## src/hdl/mgds_pkg.sv

```systemverilog
`default_nettype none
package mgds_pkg;

  localparam int SAMPLE_W  = 16;
  localparam int GAIN_W    = 16;
  localparam int CNT_W     = 3;
  localparam int CFG_IDX_W = 3;
  localparam int CFG_W     = 16;
  // |sample| needs 17 bits, times a 16-bit gain
  localparam int MAG_W     = SAMPLE_W + 1;
  localparam int PROD_W    = MAG_W + GAIN_W;
  localparam int QUOT_W    = 16;
  localparam int STEP_W    = 4;

  localparam int MAX_CHANNELS_DEF = 4;

  localparam logic [CFG_IDX_W-1:0] REG_CHANNEL_COUNT = 3'd0;
  localparam logic [CFG_IDX_W-1:0] REG_GAIN_DIVISOR  = 3'd1;
  localparam int                   REG_GAIN_CH0      = 2;

  localparam logic [SAMPLE_W-1:0] SAT_MAX = 16'h7FFF;
  localparam logic [SAMPLE_W-1:0] SAT_MIN = 16'h8000;

  typedef struct packed {
    logic              done;
    logic              ovf;
    logic [QUOT_W-1:0] quot;
  } div_out_t;

endpackage
`default_nettype wire

```

## src/hdl/mgds_div.sv

```systemverilog
`default_nettype none
// Restoring divider, one quotient bit per cycle. Quotient is limited to
// 16 bits; ovf flags a quotient of 65536 or more.
module mgds_div (
  input  wire logic                         clk,
  input  wire logic                         rst_n,
  input  wire logic                         start,
  input  wire logic [mgds_pkg::PROD_W-1:0]  dividend,
  input  wire logic [mgds_pkg::GAIN_W-1:0]  divisor,
  output mgds_pkg::div_out_t                res
);

  logic                          busy_r;
  logic                          done_r;
  logic                          ovf_r;
  logic [mgds_pkg::STEP_W-1:0]   step_r;
  logic [mgds_pkg::GAIN_W-1:0]   rem_r;
  logic [mgds_pkg::QUOT_W-1:0]   dq_r;

  logic [mgds_pkg::GAIN_W:0]     trial;
  logic                          ge;
  logic [mgds_pkg::GAIN_W:0]     diff;
  logic [mgds_pkg::GAIN_W:0]     hi_part;

  assign hi_part = dividend[mgds_pkg::PROD_W-1:mgds_pkg::QUOT_W];
  assign trial   = {rem_r, dq_r[mgds_pkg::QUOT_W-1]};
  assign ge      = trial >= {1'b0, divisor};
  assign diff    = trial - {1'b0, divisor};

  always_ff @(posedge clk) begin
    if (!rst_n) begin
      busy_r <= 1'b0;
      done_r <= 1'b0;
      step_r <= '0;
    end else begin
      done_r <= 1'b0;
      if (start) begin
        busy_r <= 1'b1;
        step_r <= '0;
        // high half at or above divisor: quotient does not fit 16 bits
        ovf_r  <= hi_part >= {1'b0, divisor};
        rem_r  <= hi_part[mgds_pkg::GAIN_W-1:0];
        dq_r   <= dividend[mgds_pkg::QUOT_W-1:0];
      end else if (busy_r) begin
        rem_r  <= ge ? diff[mgds_pkg::GAIN_W-1:0] : trial[mgds_pkg::GAIN_W-1:0];
        dq_r   <= {dq_r[mgds_pkg::QUOT_W-2:0], ge};
        step_r <= step_r + 1'b1;
        if (&step_r) begin
          busy_r <= 1'b0;
          done_r <= 1'b1;
        end
      end
    end
  end

  assign res.done = done_r;
  assign res.ovf  = ovf_r;
  assign res.quot = dq_r;

endmodule
`default_nettype wire

```

## src/hdl/multichannel_gain_divide_saturate.sv

```systemverilog
`default_nettype none
// Channel   Direction  Handshake                Payload
// in_       in         in_tvalid / in_tready    in_tdata  = sample_in
// out_      out        out_tvalid / out_tready  out_tdata = sample_out, out_tlast = frame_end
// cfg_      in         cfg_wr_en                cfg_index, cfg_wdata
//
// From accept to the next accept an item goes through: accept, a multiply
// step, divider load, 16 restoring steps at one quotient bit per cycle,
// result capture, then the load into the output register once it is free.
// Divisor zero skips multiply and divider: accept, then the output load.
// Synchronous active-low reset clears config to channel_count=1, rest 0.
// in_tready is high only while idle; a result held in the output register
// does not block the next item until that item's own result is ready.
module multichannel_gain_divide_saturate #(
  parameter int MAX_CHANNELS = mgds_pkg::MAX_CHANNELS_DEF
) (
  input  wire logic                                  clk,
  input  wire logic                                  rst_n,
  input  wire logic                                  in_tvalid,
  output      logic                                  in_tready,
  input  wire logic signed [mgds_pkg::SAMPLE_W-1:0]  in_tdata,   // [15:0] sample_in
  output      logic                                  out_tvalid,
  input  wire logic                                  out_tready,
  output      logic signed [mgds_pkg::SAMPLE_W-1:0]  out_tdata,  // [15:0] sample_out
  output      logic                                  out_tlast,  // frame_end
  input  wire logic                                  cfg_wr_en,
  input  wire logic [mgds_pkg::CFG_IDX_W-1:0]        cfg_index,
  input  wire logic [mgds_pkg::CFG_W-1:0]            cfg_wdata
);

  typedef enum logic [1:0] {S_IDLE, S_MUL, S_DIV, S_OUT} state_t;

  state_t                           state_r;
  logic [mgds_pkg::CNT_W-1:0]       ch_cnt_r;
  logic [mgds_pkg::GAIN_W-1:0]      divisor_r;
  logic [mgds_pkg::GAIN_W-1:0]      gain_r [MAX_CHANNELS];
  logic [1:0]                       chan_idx_r;

  logic [mgds_pkg::SAMPLE_W-1:0]    sample_r;
  logic [mgds_pkg::GAIN_W-1:0]      gsel_r;
  logic                             end_r;
  logic [mgds_pkg::PROD_W-1:0]      prod_r;
  logic                             start_r;
  logic [mgds_pkg::SAMPLE_W-1:0]    res_r;
  logic                             out_valid_r;
  logic [mgds_pkg::SAMPLE_W-1:0]    out_data_r;
  logic                             out_last_r;

  logic [mgds_pkg::CNT_W-1:0]       cnt_eff;
  logic [mgds_pkg::CNT_W-1:0]       last_idx;
  logic                             is_end;
  logic [mgds_pkg::GAIN_W-1:0]      gain_sel;
  logic [mgds_pkg::MAG_W-1:0]       mag;
  logic [mgds_pkg::PROD_W-1:0]      prod_nxt;
  logic [mgds_pkg::SAMPLE_W-1:0]    sat_res;
  logic                             accept;
  logic                             out_free;
  mgds_pkg::div_out_t               div_res;

  // config registers
  always_ff @(posedge clk) begin
    if (!rst_n) begin
      ch_cnt_r  <= 3'd1;
      divisor_r <= '0;
      for (int i = 0; i < MAX_CHANNELS; i++) begin
        gain_r[i] <= '0;
      end
    end else if (cfg_wr_en) begin
      unique case (cfg_index)
        mgds_pkg::REG_CHANNEL_COUNT: ch_cnt_r  <= cfg_wdata[mgds_pkg::CNT_W-1:0];
        mgds_pkg::REG_GAIN_DIVISOR:  divisor_r <= cfg_wdata[mgds_pkg::GAIN_W-1:0];
        default: begin
          for (int i = 0; i < MAX_CHANNELS; i++) begin
            if (cfg_index == mgds_pkg::CFG_IDX_W'(mgds_pkg::REG_GAIN_CH0 + i)) begin
              gain_r[i] <= cfg_wdata[mgds_pkg::GAIN_W-1:0];
            end
          end
        end
      endcase
    end
  end

  always_comb begin
    if (ch_cnt_r == '0) begin
      cnt_eff = mgds_pkg::CNT_W'(1);
    end else if (ch_cnt_r > mgds_pkg::CNT_W'(MAX_CHANNELS)) begin
      cnt_eff = mgds_pkg::CNT_W'(MAX_CHANNELS);
    end else begin
      cnt_eff = ch_cnt_r;
    end
  end

  assign last_idx = cnt_eff - 1'b1;
  // a stale index at or past the last channel also ends the frame
  assign is_end   = {1'b0, chan_idx_r} >= last_idx;

  always_comb begin
    gain_sel = '0;
    for (int i = 0; i < MAX_CHANNELS; i++) begin
      if (chan_idx_r == 2'(i)) begin
        gain_sel = gain_r[i];
      end
    end
  end

  assign mag = sample_r[mgds_pkg::SAMPLE_W-1]
             ? ({mgds_pkg::MAG_W{1'b0}} - {1'b1, sample_r})
             : {1'b0, sample_r};
  assign prod_nxt = {{(mgds_pkg::PROD_W-mgds_pkg::MAG_W){1'b0}}, mag}
                  * {{(mgds_pkg::PROD_W-mgds_pkg::GAIN_W){1'b0}}, gsel_r};

  always_comb begin
    if (!sample_r[mgds_pkg::SAMPLE_W-1]) begin
      if (div_res.ovf || div_res.quot >= mgds_pkg::SAT_MAX) begin
        sat_res = mgds_pkg::SAT_MAX;
      end else begin
        sat_res = div_res.quot;
      end
    end else begin
      if (div_res.ovf || div_res.quot >= mgds_pkg::SAT_MIN) begin
        sat_res = mgds_pkg::SAT_MIN;
      end else begin
        sat_res = '0 - div_res.quot;
      end
    end
  end

  mgds_div u_div (
    .clk      (clk),
    .rst_n    (rst_n),
    .start    (start_r),
    .dividend (prod_r),
    .divisor  (divisor_r),
    .res      (div_res)
  );

  assign in_tready = (state_r == S_IDLE);
  assign accept    = in_tvalid && in_tready;
  assign out_free  = !out_valid_r || out_tready;

  always_ff @(posedge clk) begin
    if (!rst_n) begin
      state_r     <= S_IDLE;
      chan_idx_r  <= '0;
      start_r     <= 1'b0;
      out_valid_r <= 1'b0;
    end else begin
      start_r <= 1'b0;
      if (out_valid_r && out_tready) begin
        out_valid_r <= 1'b0;
      end
      unique case (state_r)
        S_IDLE: begin
          if (accept) begin
            sample_r   <= in_tdata;
            gsel_r     <= gain_sel;
            end_r      <= is_end;
            chan_idx_r <= is_end ? 2'd0 : chan_idx_r + 2'd1;
            if (divisor_r == '0) begin
              res_r   <= in_tdata;
              state_r <= S_OUT;
            end else begin
              state_r <= S_MUL;
            end
          end
        end
        S_MUL: begin
          prod_r  <= prod_nxt;
          start_r <= 1'b1;
          state_r <= S_DIV;
        end
        S_DIV: begin
          if (div_res.done) begin
            res_r   <= sat_res;
            state_r <= S_OUT;
          end
        end
        S_OUT: begin
          if (out_free) begin
            out_data_r  <= res_r;
            out_last_r  <= end_r;
            out_valid_r <= 1'b1;
            state_r     <= S_IDLE;
          end
        end
        default: state_r <= S_IDLE;
      endcase
    end
  end

  assign out_tvalid = out_valid_r;
  assign out_tdata  = out_data_r;
  assign out_tlast  = out_last_r;

endmodule
`default_nettype wire

```

## config.mk

```make
export PLATFORM = sky130hd
export DESIGN_NAME = multichannel_gain_divide_saturate
export DESIGN_NICKNAME = d
export VERILOG_FILES = /design/src/hdl/mgds_pkg.sv /design/src/hdl/mgds_div.sv /design/src/hdl/multichannel_gain_divide_saturate.sv
export SDC_FILE = /design/constraint.sdc
export NUM_CORES = 1
export LEC_CHECK = 0
export ABC_CLOCK_PERIOD_IN_PS = 8600
export BUFFER_PORTS_ARGS = -buffer_cell sky130_fd_sc_hd__clkbuf_2
export CAP_MARGIN = 25
export CORE_UTILIZATION = 60
export DETAILED_ROUTE_END_ITERATION = 12
export GPL_TIMING_DRIVEN = 0
export PLACE_DENSITY = 0.77
export SLEW_MARGIN = 20
export SYNTH_ARGS = -nofsm -noshare
export SYNTH_HDL_FRONTEND = slang
export SYNTH_SLANG_ARGS = --single-unit
```

## constraint.sdc

```tcl
create_clock -name clk -period 8.6 [get_ports clk]
set_input_delay 0.86 -clock clk [delete_from_list [all_inputs] [get_ports clk]]
set_output_delay 0.86 -clock clk [all_outputs]
set_load 0.05 [all_outputs]
```

==> results_dict.tcl, run 1 <==
set metrics [dict create \
    status "finished clean" \
    clock_latency_ns 0.54 \
    synth_cell_types 70 \
    clock_path_buffers 3 \
    grt_max_degree 34 \
    floorplan.rows 66 \
    synth_commonest_cells "inv_1 (274), nand2_1 (256), fa_1 (209)" \
    hold_viol_final 0 \
    crit_arrival_ns 8.56 \
    htree_levels 1 \
    syn-instance-count 1955 \
    skew_ns 0.02648 \
    cts_resized 0 \
    synth.most_common_cell "inv_1" \
    finalMaxSlewViolations 0 \
    utilization 0.6661 \
    gp_congestion 0.9823 \
    wl_met2_um 23230 \
    critical_path_class "reg -> reg" \
    highest_layer "met5" \
    portBuffers 58 \
    post_cts_buffers 0 \
    period_share 0.9630 \
    required_ns 8.88 \
    ys_seq_area_frac 0.3277 \
    initial_core_util 0.6101 \
    wl_um 48900 \
    drt_first_pass_iters 6 \
    cap_viol_max_count 0 \
    ios 59 \
    setup_viol 0 \
    start_kind "flip-flop" \
    clock.fmax_mhz 120.7 \
    detail-route-antenna-nets 0 \
    numCtsBuffers 23 \
    async_flop_share 0 \
    wl_met1_um 19090 \
    synth_edf_count 196 \
    cp_max_fo 10 \
    drc 0 \
    vias 14590 \
    cts.sink_count 227 \
    wl_met3_um 4341 \
    ctsHoldBuffers 0 \
    grt_pass1_vias 15060 \
    clockRootBuffer "clkbuf_16" \
    grt_pass1_wl_um 77860 \
    ys.flop_type "edfxtp_1" \
    area.growth.synth_to_final_pct 9.177 \
    slew_headroom 0.4677 \
    cpPeakStageDelay_ns 0.56 \
    worstPathBufferInverterCount 5 \
    fin_nets 2458 \
    synth_area_sq_mm 0.01985 \
    ys_ff_latch 227 \
    crit_family "adder cells" \
    die_y_um 183.9 \
    dr.first_iter.drc_count 1171 \
    tightest_slew_ns 0.7928 \
    syn_area_per_cell_sq_um 10.15 \
    grt_overflow 0 \
    die_x_um 183.9 \
    coreArea_sq_mm 0.03254 \
    setup_tns_ns 0 \
    cp_slowest_cell "fa_1" \
    cts_tree "built" \
    track_usage 0.3014 \
    vias_per_cell 5.800 \
    netlist.area_leader.share 0.2965 \
    drive_gt1_frac 0.08052 \
    wl_per_cell_um 19.44 \
    antenna_found_initial 2 \
    cp_common_cell "fa_1" \
    ys_top_cells_by_area "edfxtp_1 (30%), fa_1 (21%), ha_1 (9.6%), and2_1 (5.8%), inv_1 (5.2%)" \
    cts.clk_slew.worst_paths_ns 0.07 \
    dieArea_sq_mm 0.03382 \
    dpl_worst_slack_ns 0.07416 \
    holdCritPathClass "reg -> reg" \
    finalWorstSetupSlack_ns 0.3184 \
    n_antenna_cell 0 \
    place.detailed.hpwl_um 38750 \
    fin_crit_ns 8.282 \
    yosys_warnings 0 \
    critPathCaptureType "flip-flop" \
    synth_top_area_cell "edfxtp_1" \
    rsz0062_at_grt "no" \
]
flip-flops by register name (all words and copies together), names as in the netlist:
signal,cells
gsel_r,16
res_r,16
u_div.done_r,1
chan_idx_r,2
state_r,2
u_div.step_r,4
u_div.rem_r,16
start_r,1
gain_r,64
u_div.ovf_r,1
sample_r,16
u_div.busy_r,1
out_tlast,1
out_tdata,16
divisor_r,16
end_r,1
prod_r,33
ch_cnt_r,3
u_div.dq_r,16
out_tvalid,1
logic make-up (layout without fill, tap and decap cells):
| kind of cell | Yosys count | in the layout | share of synthesized area |
|---|---|---|---|
| buffers and inverters | 356 | 461 | 0.06832 |
| multiplexers | 30 | 30 | 0.01626 |
| XOR/XNOR | 59 | 59 | 0.02641 |
| flip-flops | 227 | 227 | 0.3277 |
| AO/OA/AOI/OAI | 291 | 291 | 0.09467 |
| adder cells (fa/ha/maj) | 361 | 361 | 0.3066 |
| other | 2 | 16 | 0.0003783 |
| AND/OR/NAND/NOR | 629 | 629 | 0.1596 |
path summary, 6_finish.rpt:
check	end	cells after the start	start	slack [ns]
min	out_tdata[10]$_DFFE_PP_	0	res_r[10]$_DFFE_PP_	0.42
max reg2reg	prod_r[31]$_DFFE_PP_	26	sample_r[0]$_DFFE_PP_	0.32
min reg2reg	out_tdata[10]$_DFFE_PP_	0	res_r[10]$_DFFE_PP_	0.42
max	prod_r[31]$_DFFE_PP_	26	sample_r[0]$_DFFE_PP_	0.32
layout by cell type (no fill, tap or decap), types with 17 or more instances in the layout:
master / instances
a21boi_0: 19
a21o_1: 20
a21oi_1: 72
and2_1: 184
clkbuf_1: 73
clkbuf_16: 24
clkbuf_2: 64
dfxtp_1: 31
edfxtp_1: 196
fa_1: 209
ha_1: 152
inv_1: 274
mux2_2: 18
nand2_1: 256
nor2_1: 71
nor2b_1: 17
o21ai_0: 68
xnor2_1: 31
xor2_1: 19
per-layer routing:
| layer | vias up | global-route usage |
|---|---|---|
| li1 | 6654 | - |
| met4 | 2 | 0.1393 |
| met5 | - | 0 |
| met3 | 162 | 0.05804 |
| met2 | 632 | 0.4965 |
| met1 | 7143 | 0.3852 |
per-stage QoR:
step	std cells	hold WS, ns	instance area [sq um]
5_1_grt	2516	0.4237	21670
6_report	2516	0.4184	21670
3_3_place_gp	2469	0.4028	20750
3_5_place_dp	2474	0.4054	20860
2_1_floorplan	1969	0.4003	19900
4_1_cts	2516	0.4199	21590
cell type report:
cell class | count | area (sq um)
sequential | 227 | 6506
timing repair buffer | 63 | 376.6
tap | 442 | 553.0
buffer | 82 | 340.3
multi-input combinational | 1386 | 12140
fill | 2561 | 10860
inverter | 274 | 1028
clock buffer | 30 | 633.1
clock inverter | 12 | 98.84
Power of run 1 is not shown: default switching activity piles up to over one toggle a cycle in this logic, so the estimate is an artifact.
==> run 2, diff against run 1 <==
ABC_CLOCK_PERIOD_IN_PS = 7000   (was 8600)
CORE_UTILIZATION = 58   (was 60)
clock period = 7 ns   (was 8.6 ns; I/O delays follow)
==> run 2 against run 1 <==
Against the previous run:
- the flow now finishes with violations (negative setup slack)
- clock skew grew 0.021 ns
- largest cell class unchanged
- hold slack lost 0.058 ns
- register-to-register slack worse by 0.86 ns
- count of clock-buffer cells in the layout rose by 3
==> results_dict.tcl, run 2 (same netlist as run 1, synthesis figures left out) <==
set metrics [dict create \
    dr.first_iter.drc_count 1330 \
    grt_pass1_vias 16400 \
    use_met3 0.06867 \
    rsz0062_at_grt "yes" \
    drt_first_pass_iters 6 \
    finalWorstSetupSlack_ns -0.5367 \
    status "finished with violations" \
    cts_tree "built" \
    fin_crit_ns 7.537 \
    cp_max_fo 6 \
    reg2reg_slack_ns -0.54 \
    drive_gt1_frac 0.1585 \
    track_usage 0.3180 \
    grt_most_used_layer "met2" \
    regArea_sq_mm 0.006506 \
    critPathCaptureType "flip-flop" \
    clock_latency_ns 0.58 \
    die_x_um 187.0 \
    area.growth.synth_to_final_pct 16.75 \
    cpPeakStageDelay_ns 0.61 \
    required_ns 7.28 \
    detail-route-antenna-nets 0 \
    antenna_found_initial 1 \
    holdCritPathClass "in -> reg" \
    multi_input_area_sq_mm 0.01284 \
    utilization 0.6894 \
    setup_viol 19 \
    grt_pass1_wl_um 86180 \
    r2r_cells 24 \
    critical_path.endpoint "prod_r[30]$_DFFE_PP_" \
    floorplan.rows 67 \
    tightest_slew_ns 0.8264 \
    gp_congestion 0.9587 \
    cap_viol_max_count 0 \
    grt_max_degree 33 \
    vias 15700 \
    cp_common_cell "fa_1" \
    clock.fmax_mhz 132.7 \
    worstReg2RegEnd "prod_r[30]$_DFFE_PP_" \
    slew_headroom 0.4454 \
    crit_arrival_ns 7.82 \
    finalMaxSlewViolations 0 \
    place.detailed.hpwl_um 39080 \
    globalRouteMet2Util 0.5336 \
    ios 59 \
    largest_register "gain_r" \
    portBuffers 58 \
    cts.clk_slew.worst_paths_ns 0.07 \
    cp_slowest_cell "or4_4" \
    numCtsBuffers 25 \
    start_kind "flip-flop" \
    dpl_cell_area_sq_mm 0.02088 \
    drc 0 \
    grt_use_met1 0.3884 \
    period_share 1.077 \
    top_regs "gain_r (64), prod_r (33)" \
    clockRootBuffer "clkbuf_16" \
    wl_um 56240 \
    hold_viol_final 0 \
    vias_per_cell 6.056 \
    die_y_um 187.0 \
    worstPathBufferInverterCount 5 \
    cp_cell_sequence "or4_4, or4_4, o21ai_4, xnor2_4, buf_6, and2_4, fa_1, inv_1, fa_2, inv_1, fa_1, fa_2, fa_1, inv_2, fa_1, inv_2, ha_4, nand4_1, nor2_1, nand2_1, o22a_4, o211ai_1, o211ai_1, xnor2_1" \
    critical_path_class "reg -> reg" \
    grt_overflow 0 \
    setup_tns_ns -6.959 \
    n_fill_cell 2337 \
    initial_core_util 0.5905 \
    crit_family "adder cells" \
    layout_common_cells "inv_1 (260), nand2_1 (247), fa_1 (200)" \
    worst-path-stages 24 \
    wl_per_cell_um 21.69 \
    fin_nets 2528 \
    n_antenna_cell 0 \
    setup.worst_path.start "sample_r[7]$_DFFE_PP_" \
    cts.sink_count 227 \
    coreArea_sq_mm 0.03362 \
    largest_reg_flops 64 \
    r2r-start "sample_r[7]$_DFFE_PP_" \
    final_cell_area_sq_mm 0.02318 \
    dpl_worst_slack_ns -1.445 \
    clock_path_buffers 3 \
    dieArea_sq_mm 0.03497 \
    min_from "in_tdata[8]" \
    skew_ns 0.04734 \
    hold_depth 1 \
    ctsHoldBuffers 0 \
    violations "negative setup slack" \
    htree_levels 1 \
    mostFrequentLayoutCell "inv_1" \
]
==> run 2: changes by cell type in the layout (fill, tap and decap cells not counted), moves of 9 or more <==
| cell | change |
|---|---|
| a21oi_1 | -12 |
| buf_4 | +65 |
| fa_1 | -9 |
| fa_2 | +9 |
| ha_1 | -14 |
| ha_4 | +13 |
| inv_1 | -14 |
| inv_2 | +14 |
| nand2_1 | -9 |
| o21ai_0 | -11 |
==> run 2: per-stage QoR <==
stage / hold WS (ns) / cells
final: 0.3608 / 2593
after global routing: 0.3530 / 2593
after global placement: 0.4025 / 2475
after detailed placement: 0.4063 / 2480
after floorplan: 0.4003 / 1969
after CTS: 0.3487 / 2577
==> run 2: cell type report <==
| class | instances | area share |
|---|---|---|
| plain buffers | 77 | 0.01647 |
| clock buffers | 33 | 0.03012 |
| clock inverters | 12 | 0.008962 |
| inverters | 274 | 0.04438 |
| multi-input cells | 1386 | 0.5540 |
| flip-flops and latches | 227 | 0.2807 |
| well taps | 448 | 0.02419 |
| repair buffers | 136 | 0.04119 |
==> run 2: per-layer routing <==
metal	vias to the layer above	part of all wire
met1	7703	0.36
met5	-	0
met4	0	0.064
met2	912	0.48
met3	295	0.096
li1	6793	-
==> run 2: how the worst min path moves through the flow <==
stage          slack [ns]                endpoint
2_1_floorplan        0.40  out_tdata[0]$_DFFE_PP_
3_3_place_gp         0.40  out_tdata[9]$_DFFE_PP_
3_5_place_dp         0.41  out_tdata[8]$_DFFE_PP_
4_1_cts              0.35   sample_r[6]$_DFFE_PP_
5_1_grt              0.35   sample_r[6]$_DFFE_PP_
6_report             0.36   sample_r[8]$_DFFE_PP_
==> run 2: timing repair <==
action / in CTS / in global routing
buffers inserted: 55 / 17
pin swaps: 44 / 61
endpoints found under the setup margin: 21 / 19
cloned: 1 / 0
resized for setup: 134 / 50
endpoints found under the hold margin: 0 / 0
Power of run 2 is left out for the same reason.
